[src/rtl/ltc_pkg.sv]
`timescale 1ns / 1ps

package ltc_pkg;

  // Item action codes
  localparam logic [1:0] ACT_TICK  = 2'd0;
  localparam logic [1:0] ACT_READ  = 2'd1;
  localparam logic [1:0] ACT_WRITE = 2'd2;

  // Register select codes
  localparam logic [1:0] REG_CONTROL = 2'd0;
  localparam logic [1:0] REG_STATUS  = 2'd1;
  localparam logic [1:0] REG_LINE    = 2'd2;
  localparam logic [1:0] REG_COMPARE = 2'd3;

  // Status mode codes
  localparam logic [1:0] MODE_HBLANK = 2'd0;
  localparam logic [1:0] MODE_VBLANK = 2'd1;
  localparam logic [1:0] MODE_OAM    = 2'd2;
  localparam logic [1:0] MODE_XFER   = 2'd3;

  // Register reset values
  localparam logic [7:0] CONTROL_RESET = 8'h91;
  localparam logic [7:0] STATUS_RESET  = 8'h85;

  // Line numbers
  localparam logic [7:0] VBLANK_LINE = 8'd144;
  localparam logic [7:0] LAST_LINE   = 8'd153;

  localparam int CLOCK_W = 9;

  typedef struct packed {
    logic [1:0] action;
    logic [7:0] tick_clocks;
    logic [1:0] reg_select;
    logic [7:0] write_data;
  } item_t;

  typedef struct packed {
    logic [7:0] read_data;
    logic       stat_irq;
    logic       vblank_irq;
    logic       hblank_entered;
    logic       line_done;
    logic [7:0] line_number;
  } result_t;

endpackage

[src/rtl/ltc_in_reg.sv]
`timescale 1ns / 1ps

module ltc_in_reg (
  input  logic          clk,
  input  logic          rst_n,
  input  logic          in_valid,
  input  ltc_pkg::item_t in_item,
  input  logic          advance,
  output logic          in_stall,
  output logic          item_valid,
  output ltc_pkg::item_t item
);
  import ltc_pkg::*;

  logic  valid_r;
  logic  valid_nxt;
  item_t item_r;
  logic  take;

  // Hold the word while the core cannot advance it
  assign in_stall = valid_r && !advance;
  assign take     = in_valid && !in_stall;

  always_comb begin
    valid_nxt = valid_r;
    if (take) begin
      valid_nxt = 1'b1;
    end else if (advance) begin
      valid_nxt = 1'b0;
    end
  end

  always_ff @(posedge clk) begin
    if (!rst_n) begin
      valid_r <= 1'b0;
    end else begin
      valid_r <= valid_nxt;
    end
  end

  // Capture payload on accept
  always_ff @(posedge clk) begin
    if (take) begin
      item_r <= in_item;
    end
  end

  assign item_valid = valid_r;
  assign item       = item_r;

endmodule

[src/rtl/ltc_core.sv]
`timescale 1ns / 1ps

module ltc_core #(
  parameter int LINE_CLOCKS = 456,
  parameter int OAM_CLOCKS  = 80,
  parameter int XFER_CLOCKS = 172
) (
  input  logic             clk,
  input  logic             rst_n,
  input  logic             fire,
  input  ltc_pkg::item_t   item,
  output ltc_pkg::result_t res
);
  import ltc_pkg::*;

  localparam int OAM_START  = (LINE_CLOCKS > OAM_CLOCKS) ? LINE_CLOCKS - OAM_CLOCKS : 0;
  localparam int XFER_START = (OAM_START > XFER_CLOCKS) ? OAM_START - XFER_CLOCKS : 0;
  localparam logic [CLOCK_W:0] LINE_END_C   = (CLOCK_W + 1)'(LINE_CLOCKS);
  localparam logic [CLOCK_W:0] OAM_START_C  = (CLOCK_W + 1)'(OAM_START);
  localparam logic [CLOCK_W:0] XFER_START_C = (CLOCK_W + 1)'(XFER_START);

  logic [7:0]         control_r, control_nxt;
  logic [7:0]         status_r, status_nxt;
  logic [7:0]         line_r, line_nxt;
  logic [7:0]         compare_r, compare_nxt;
  logic [CLOCK_W-1:0] clock_r, clock_nxt;

  logic [1:0]         mode;
  logic               want;
  logic [7:0]         st;
  logic [CLOCK_W:0]   clk_sum;
  logic [CLOCK_W:0]   clk_wrap;

  // Mode from the clock count as it stands before the tick
  always_comb begin
    priority if (line_r >= VBLANK_LINE) begin
      mode = MODE_VBLANK;
    end else if ({1'b0, clock_r} >= OAM_START_C) begin
      mode = MODE_OAM;
    end else if ({1'b0, clock_r} >= XFER_START_C) begin
      mode = MODE_XFER;
    end else begin
      mode = MODE_HBLANK;
    end
  end

  assign clk_sum  = {1'b0, clock_r} + {{(CLOCK_W - 7){1'b0}}, item.tick_clocks};
  assign clk_wrap = clk_sum - LINE_END_C;

  // Work out next register state and the result word
  always_comb begin
    control_nxt = control_r;
    status_nxt  = status_r;
    line_nxt    = line_r;
    compare_nxt = compare_r;
    clock_nxt   = clock_r;
    res         = '0;
    want        = 1'b0;
    st          = status_r;

    unique case (item.action)
      ACT_READ: begin
        unique case (item.reg_select)
          REG_CONTROL: res.read_data = control_r;
          REG_STATUS:  res.read_data = status_r;
          REG_LINE:    res.read_data = line_r;
          REG_COMPARE: res.read_data = compare_r;
          default:     res.read_data = compare_r;
        endcase
      end
      ACT_WRITE: begin
        unique case (item.reg_select)
          REG_CONTROL: control_nxt = item.write_data;
          // mode and coincidence bits are read-only
          REG_STATUS:  status_nxt  = {item.write_data[7:3], status_r[2:0]};
          REG_LINE:    line_nxt    = item.write_data;
          REG_COMPARE: compare_nxt = item.write_data;
          default:     compare_nxt = item.write_data;
        endcase
      end
      ACT_TICK: begin
        if (!control_r[7]) begin
          // LCD off: park in vblank at the top of the frame
          clock_nxt  = '0;
          line_nxt   = '0;
          status_nxt = {status_r[7:2], MODE_VBLANK};
        end else begin
          st = {status_r[7:2], mode};
          unique case (mode)
            MODE_HBLANK: begin
              want               = st[3];
              res.hblank_entered = (status_r[1:0] != MODE_HBLANK);
            end
            MODE_VBLANK: want = st[4];
            MODE_OAM:    want = st[5];
            default:     want = 1'b0;
          endcase
          res.stat_irq = want && (mode != status_r[1:0]);
          if (line_r == compare_r) begin
            st[2] = 1'b1;
            if (st[6]) begin
              res.stat_irq = 1'b1;
            end
          end else begin
            st[2] = 1'b0;
          end
          status_nxt = st;

          // Advance the clock, at most one line end per tick
          if (clk_sum >= LINE_END_C) begin
            clock_nxt      = clk_wrap[CLOCK_W-1:0];
            res.vblank_irq = (line_r == VBLANK_LINE);
            if (line_r < VBLANK_LINE) begin
              res.line_done   = 1'b1;
              res.line_number = line_r;
            end
            line_nxt = (line_r >= LAST_LINE) ? 8'd0 : line_r + 8'd1;
          end else begin
            clock_nxt = clk_sum[CLOCK_W-1:0];
          end
        end
      end
      default: begin
      end
    endcase
  end

  always_ff @(posedge clk) begin
    if (!rst_n) begin
      control_r <= CONTROL_RESET;
      status_r  <= STATUS_RESET;
      line_r    <= '0;
      compare_r <= '0;
      clock_r   <= '0;
    end else if (fire) begin
      control_r <= control_nxt;
      status_r  <= status_nxt;
      line_r    <= line_nxt;
      compare_r <= compare_nxt;
      clock_r   <= clock_nxt;
    end
  end

endmodule

[src/rtl/ltc_out_reg.sv]
`timescale 1ns / 1ps

module ltc_out_reg (
  input  logic             clk,
  input  logic             rst_n,
  input  logic             load,
  input  ltc_pkg::result_t res,
  input  logic             out_stall,
  output logic             out_valid,
  output ltc_pkg::result_t out_res
);
  import ltc_pkg::*;

  logic    valid_r;
  logic    valid_nxt;
  result_t res_r;

  // Set on load, drop once the word is taken
  always_comb begin
    valid_nxt = valid_r;
    if (load) begin
      valid_nxt = 1'b1;
    end else if (!out_stall) begin
      valid_nxt = 1'b0;
    end
  end

  always_ff @(posedge clk) begin
    if (!rst_n) begin
      valid_r <= 1'b0;
    end else begin
      valid_r <= valid_nxt;
    end
  end

  always_ff @(posedge clk) begin
    if (load) begin
      res_r <= res;
    end
  end

  assign out_valid = valid_r;
  assign out_res   = res_r;

endmodule

[src/rtl/lcd_line_timing_controller_top.sv]
`timescale 1ns / 1ps

// LCD line timing controller: each input word is a clock tick carrying a
// count of elapsed clocks, or a read or write of the control, status, line or
// line compare register, and each one gives exactly one result word. The
// block takes one word per cycle while the output side is not stalled: a word
// is held in the input register until the output register can take its result,
// then is applied to the register state and lands in the output register at
// that same edge, from where its result is offered until it is taken. A new word
// can follow every cycle as long as the output side keeps taking words.
// The input stalls only when the output register is full and stalled.
module lcd_line_timing_controller_top #(
  parameter int LINE_CLOCKS = 456,
  parameter int OAM_CLOCKS  = 80,
  parameter int XFER_CLOCKS = 172
) (
  input  logic       clk,
  input  logic       rst_n,
  input  logic       in_valid,
  output logic       in_stall,
  input  logic [1:0] in_action,
  input  logic [7:0] in_tick_clocks,
  input  logic [1:0] in_reg_select,
  input  logic [7:0] in_write_data,
  output logic       out_valid,
  input  logic       out_stall,
  output logic [7:0] out_read_data,
  output logic       out_stat_irq,
  output logic       out_vblank_irq,
  output logic       out_hblank_entered,
  output logic       out_line_done,
  output logic [7:0] out_line_number
);
  import ltc_pkg::*;

  item_t   in_item;
  item_t   item;
  logic    item_valid;
  logic    advance;
  result_t res;
  result_t out_res;

  assign in_item = '{action: in_action, tick_clocks: in_tick_clocks,
                     reg_select: in_reg_select, write_data: in_write_data};

  // Move the held word into the core when the output register frees up
  assign advance = item_valid && (!out_valid || !out_stall);

  ltc_in_reg u_in_reg (
    .clk        (clk),
    .rst_n      (rst_n),
    .in_valid   (in_valid),
    .in_item    (in_item),
    .advance    (advance),
    .in_stall   (in_stall),
    .item_valid (item_valid),
    .item       (item)
  );

  ltc_core #(
    .LINE_CLOCKS (LINE_CLOCKS),
    .OAM_CLOCKS  (OAM_CLOCKS),
    .XFER_CLOCKS (XFER_CLOCKS)
  ) u_core (
    .clk   (clk),
    .rst_n (rst_n),
    .fire  (advance),
    .item  (item),
    .res   (res)
  );

  ltc_out_reg u_out_reg (
    .clk       (clk),
    .rst_n     (rst_n),
    .load      (advance),
    .res       (res),
    .out_stall (out_stall),
    .out_valid (out_valid),
    .out_res   (out_res)
  );

  assign out_read_data      = out_res.read_data;
  assign out_stat_irq       = out_res.stat_irq;
  assign out_vblank_irq     = out_res.vblank_irq;
  assign out_hblank_entered = out_res.hblank_entered;
  assign out_line_done      = out_res.line_done;
  assign out_line_number    = out_res.line_number;

  // Input stalls only behind a full, stalled output register
  a_stall_cause: assert property (@(posedge clk) disable iff (!rst_n)
    in_stall |-> (out_valid && out_stall))
    else $error("input stalled without a blocked output word");

  // Draw strobe only for visible lines
  a_draw_line: assert property (@(posedge clk) disable iff (!rst_n)
    (out_valid && out_line_done) |-> (out_line_number < VBLANK_LINE))
    else $error("draw strobe for a line outside the visible range");

  // A line end never raises both a draw strobe and the vblank request
  a_line_end: assert property (@(posedge clk) disable iff (!rst_n)
    out_valid |-> !(out_line_done && out_vblank_irq))
    else $error("draw strobe and vblank request on the same tick");

  // Read data comes only from reads, which never raise tick flags
  a_read_clean: assert property (@(posedge clk) disable iff (!rst_n)
    (out_valid && (out_read_data != 8'd0)) |->
      !(out_stat_irq || out_vblank_irq || out_hblank_entered || out_line_done))
    else $error("tick flags set alongside read data");

endmodule

[config.mk]
export PLATFORM = sky130hd
export DESIGN_NAME = lcd_line_timing_controller_top
export DESIGN_NICKNAME = d
export VERILOG_FILES = /design/src/rtl/ltc_pkg.sv /design/src/rtl/ltc_in_reg.sv /design/src/rtl/ltc_core.sv /design/src/rtl/ltc_out_reg.sv /design/src/rtl/lcd_line_timing_controller_top.sv
export SDC_FILE = /design/constraint.sdc
export NUM_CORES = 1
export LEC_CHECK = 0
export BUFFER_PORTS_ARGS = -buffer_cell sky130_fd_sc_hd__buf_2
export CAP_MARGIN = 25
export CORE_MARGIN = 5
export CORE_UTILIZATION = 59
export CTS_CLUSTER_SIZE = 28
export DETAILED_ROUTE_END_ITERATION = 16
export PLACE_DENSITY = 0.9
export SETUP_SLACK_MARGIN = 0.05
export SYNTH_ARGS = -nofsm -noshare
export SYNTH_HDL_FRONTEND = slang
export SYNTH_SLANG_ARGS = --single-unit
[constraint.sdc]
create_clock -name clk -period 4 [get_ports clk]
set_clock_uncertainty 0.05 [all_clocks]
set_input_delay 0.4 -clock clk [delete_from_list [all_inputs] [get_ports clk]]
set_output_delay 0.4 -clock clk [all_outputs]
set_load 0.01 [all_outputs]
==> impl_table.tex <==
\begin{tabular}{lr}
\hline
Metric & Value \\
\hline
\multicolumn{2}{l}{\textbf{Outcome}} \\
Outcome & finished clean \\
\multicolumn{2}{l}{\textbf{Job}} \\
Max Cap Violations & 0 \\
\multicolumn{2}{l}{\textbf{Die}} \\
Width of the die & about 94 um \\
Chip Height & $\sim$94 um \\
Starting density of the core & between 60\% and 70\% \\
Die area & 8910 sq um \\
Placement Rows & 30 \\
Number of top-level pins & between 40 and 50 \\
Placeable core area & slightly below 7000 sq um \\
\multicolumn{2}{l}{\textbf{Clock network}} \\
Root Driver & sky130\_fd\_sc\_hd\_\_clkbuf\_8 \\
Post\_cts resized & 0 \\
Clock edge transition at the registers on the reported setup and hold paths & 80 ps \\
Hold buffer count at CTS & 0 \\
Clock tree from TritonCTS & built \\
Later-pin clock latency in the skew report & around 360 ps \\
Number of buffers added by the clock tree synthesis step & 9 \\
Number of setup buffers added after CTS & 0 \\
CTS max path bufs & 2 \\
Htree depth & 3 \\
Number of sinks handled by clock tree synthesis & between 80 and 90 \\
\multicolumn{2}{l}{\textbf{Worst setup path}} \\
Peak fanout along the critical path & 10 \\
Arrival time of the worst setup path & 3330 ps \\
Critical path required time & about 4300 ps \\
Worst setup path class & flip-flop to flip-flop \\
Reg2Reg Setup Slack & between 900 and 1000 ps \\
Path depth of the worst reg2reg path & 9 \\
Launching element of the worst setup path & u\_in\_reg.item[10] \\
Critical Path Source Type & flip-flop \\
Kind of end point of the critical path & flip-flop \\
Worst R2R Start & u\_in\_reg.item[10] \\
Critical path destination & u\_core.clock\_r[7] \\
Endpoint of the worst register-to-register path & u\_core.clock\_r[7] \\
\multicolumn{2}{l}{\textbf{GRT}} \\
Gr ovfl total & 0 \\
Maximum number of pins on one net before global-route repair & 44 \\
Overall Global Routing Usage & roughly a fifth \\
Initial antenna violation count & 0 \\
First-pass GRT wire length & about 14 mm \\
Number of global-route vias before repair & between 2000 and 3000 \\
\multicolumn{2}{l}{\textbf{Timing}} \\
Maximum frequency from static timing analysis & $\sim$320 MHz \\
Crit path time final & 3080 ps \\
Setup repair after global routing missed its margin & false \\
Final-report max-slew violation count & 0 \\
Number of failing setup endpoints in the final timing report & 0 \\
Sum of negative setup slack & 0 ps \\
Tightest Pin Transition & 987 ps \\
Worst slew margin relative to its limit & around 34\% \\
Fraction of the cycle the final worst path needs & around 77\% \\
Fin. Hold Viols & 0 \\
\multicolumn{2}{l}{\textbf{Synthesis}} \\
Synth area leaders & sky130\_fd\_sc\_hd\_\_edfxtp\_1, sky130\_fd\_sc\_hd\_\_dfxtp\_1, sky130\_fd\_sc\_hd\_\_mux2i\_1 \\
Syn\_nets & around 430 \\
Xor-xnor portion of the synthesized cell area & roughly 3.8\% \\
Synth area leader & sky130\_fd\_sc\_hd\_\_edfxtp\_1 \\
Fraction of synthesized cell area taken by the top area cell type & between 20\% and 30\% \\
Multiplexer share of the synthesized area & 10.0\% \\
Most used flip-flop cell after synthesis & sky130\_fd\_sc\_hd\_\_dfxtp\_1 \\
Compound-cell area share of the yosys netlist & a little over an eighth \\
Largest family of logic cells by synthesized area & simple AND/OR/NAND/NOR gates \\
Post-synth cell types & between 50 and 60 \\
Number of flip-flops and latches in the synthesized netlist & 83 \\
Mean area per synthesized cell & $\sim$11 sq um \\
Post-synthesis simple-gate area fraction & 17.2\% \\
Synthesized-area fraction occupied by adder cells & approximately 4.3\% \\
Post-synth EDFFs & 40 \\
Sequential-to-total area share from yosys stat & just under 50\% \\
Number of instances in the synthesized netlist & around 390 \\
Cell area after synthesis & between 4000 and 5000 sq um \\
Post-synth ARST share & 0\% \\
Warnings, synthesis & 0 \\
\multicolumn{2}{l}{\textbf{Power and ir drop}} \\
Maximum vdd drop & between 200 and 250 uV \\
Total chip power & roughly 0.0017 W \\
Static leakage & 1.87 nW \\
Power density cells & $\sim$360 nW/um\^{}2 \\
\multicolumn{2}{l}{\textbf{Placed design}} \\
Placed cell area & approximately 4500 sq um \\
Number of buffers inserted by port buffering & 45 \\
Number of cells in the design after placement & $\sim$510 \\
Detailed placement HPWL & just over 6 mm \\
Final RePlAce weighted congestion & 0.949 \\
\multicolumn{2}{l}{\textbf{Routing}} \\
Average routed wire per standard cell & 16.2 um \\
Post-Route WL & approximately 8.6 mm \\
Antenna-violating nets left & 0 \\
Initial detailed-routing violation count & $\sim$360 \\
Drt first pass iters & 5 \\
Overall via count from detail\_route & $\sim$3100 \\
Drt via density & 5.89 \\
Number of remaining DRC errors & 0 \\
\multicolumn{2}{l}{\textbf{Final layout}} \\
Final design area excluding fillers & $\sim$4700 sq um \\
Fin cells & 530 \\
Net total in the final layout & between 400 and 500 \\
\# fillers & 510 \\
Share of post-route cells with drive strength above 1 & between 10\% and 20\% \\
Synth-to-layout area growth & 11.4\% \\
Number of antenna cells inserted & 0 \\
\multicolumn{2}{l}{\textbf{Min path}} \\
Min-Delay Path Class & input pin to flip-flop \\
\hline
\end{tabular}
## cells in the final DEF, fill, tap and decap left out, types with 3 or more instances in the layout
master,n
sky130_fd_sc_hd__inv_1,7
sky130_fd_sc_hd__buf_4,3
sky130_fd_sc_hd__nand4_1,3
sky130_fd_sc_hd__a21oi_1,10
sky130_fd_sc_hd__and2_1,8
sky130_fd_sc_hd__a21boi_0,9
sky130_fd_sc_hd__a21o_1,4
sky130_fd_sc_hd__mux4_2,8
sky130_fd_sc_hd__o31ai_1,4
sky130_fd_sc_hd__xor2_1,5
sky130_fd_sc_hd__and3_1,3
sky130_fd_sc_hd__mux2i_1,24
sky130_fd_sc_hd__edfxtp_1,40
sky130_fd_sc_hd__dfxtp_1,43
sky130_fd_sc_hd__nor3_1,9
sky130_fd_sc_hd__nor2b_1,30
sky130_fd_sc_hd__ha_1,13
sky130_fd_sc_hd__o21ai_0,10
sky130_fd_sc_hd__clkbuf_8,9
sky130_fd_sc_hd__o211ai_1,4
sky130_fd_sc_hd__xnor2_1,13
sky130_fd_sc_hd__a31oi_1,3
sky130_fd_sc_hd__nand3_1,15
sky130_fd_sc_hd__o2bb2ai_1,3
sky130_fd_sc_hd__o21a_1,3
sky130_fd_sc_hd__nand2_1,44
sky130_fd_sc_hd__buf_2,45
sky130_fd_sc_hd__nor2_1,17
## metal layers
| metal | up-vias | GRT usage, % | part of all wire [%] |
|---|---|---|---|
| met5 | - | 0 | 0 |
| met4 | 0 | 7.94 | 2.2 |
| met3 | 20 | 4.30 | 8.9 |
| met2 | 157 | 32.2 | 46 |
| met1 | 1445 | 28.9 | 43 |
| li1 | 1501 | - | - |
## sequential cells by signal, summed over array words and instances, names as in the netlist
register and flops:
u_out_reg.out_res 20, u_core.control_r 8, u_in_reg.item 20, u_core.clock_r 9, u_core.compare_r 8, u_core.status_r 8
u_out_reg.out_valid 1, u_in_reg.item_valid 1, u_core.line_r 8
## cell families after synthesis
family / after synthesis
xor+xnor: 18
flops: 83
mux: 32
fa+ha+maj: 14
compound gates: 73
buf+inv: 25
simple gates: 143
## stage by stage
step / setup WS (ps) / hold slack (ps) / utilization (%)
3_5_place_dp: 949 / 415 / 65.3
5_1_grt: 685 / 150 / 68.1
2_1_floorplan: 1150 / 391 / -
3_3_place_gp: 1020 / 403 / 65.3
4_1_cts: 941 / 159 / 68.1
6_report: 922 / 167 / 68.1
## area by class of cell
type,instances,area (sq um),area share (%)
Inverter,7,26.3,0.561
Clock inverter,6,63.8,1.36
Timing Repair Buffer,48,248,5.29
Multi-Input combinational cell,280,2030,43.4
Clock buffer,10,128,2.73
Sequential cell,83,2060,44.1
Tap cell,96,120,2.57
## power by group
| group | internal [W] | switching [W] |
|---|---|---|
| Sequential | 0.000919 | 0.0000261 |
| Combinational | 0.0000671 | 0.0000891 |
| Clock | 0.000290 | 0.000302 |
## synth_stat cells (2+ instances only)
cell type                    n
sky130_fd_sc_hd__nor3_1      9
sky130_fd_sc_hd__a31oi_1     3
sky130_fd_sc_hd__o31ai_1     4
sky130_fd_sc_hd__a211o_1     2
sky130_fd_sc_hd__or2_2       2
sky130_fd_sc_hd__a21o_1      4
sky130_fd_sc_hd__nand4_1     3
sky130_fd_sc_hd__nand2b_1    2
sky130_fd_sc_hd__o21ai_0    10
sky130_fd_sc_hd__xnor2_1    13
sky130_fd_sc_hd__inv_1       7
sky130_fd_sc_hd__and2_1      8
sky130_fd_sc_hd__nor3b_1     2
sky130_fd_sc_hd__dfxtp_1    43
sky130_fd_sc_hd__a211oi_1    2
sky130_fd_sc_hd__nor4_1      2
sky130_fd_sc_hd__a21boi_0    9
sky130_fd_sc_hd__a22oi_1     2
sky130_fd_sc_hd__o22ai_1     2
sky130_fd_sc_hd__nand3_1    15
sky130_fd_sc_hd__o311ai_0    2
sky130_fd_sc_hd__nand2_1    44
sky130_fd_sc_hd__a21oi_1    10
sky130_fd_sc_hd__o211ai_1    4
sky130_fd_sc_hd__nor2_1     17
sky130_fd_sc_hd__nor2b_1    30
sky130_fd_sc_hd__a22o_1      2
sky130_fd_sc_hd__o2bb2ai_1   3
sky130_fd_sc_hd__clkbuf_1   14
sky130_fd_sc_hd__and3_1      3
sky130_fd_sc_hd__ha_1       13
sky130_fd_sc_hd__mux4_2      8
sky130_fd_sc_hd__xor2_1      5
sky130_fd_sc_hd__edfxtp_1   40
sky130_fd_sc_hd__mux2i_1    24
sky130_fd_sc_hd__o21a_1      3
## critical path, stage by stage, from the launching register on
cell and delay (ps):
sky130_fd_sc_hd__edfxtp_1 380, sky130_fd_sc_hd__ha_1 240, sky130_fd_sc_hd__fa_1 410, sky130_fd_sc_hd__a21o_1 220
sky130_fd_sc_hd__a221oi_1 310, sky130_fd_sc_hd__xor2_1 210, sky130_fd_sc_hd__a2111oi_4 450, sky130_fd_sc_hd__a21oi_4 180
sky130_fd_sc_hd__or4_1 490, sky130_fd_sc_hd__nand3_1 80
## how the worst min path moves through the flow
stage	from	cells after the start	end
after floorplan	u_core.control_r[0]	2	u_core.control_r[0]
after global placement	u_core.control_r[4]	2	u_core.control_r[4]
after detailed placement	u_core.status_r[7]	2	u_core.status_r[7]
after CTS	in_write_data[5]	1	u_in_reg.item[5]
after global routing	in_reg_select[0]	1	u_in_reg.item[8]
final	in_write_data[5]	1	u_in_reg.item[5]
Power figures use the tool's default switching activity.
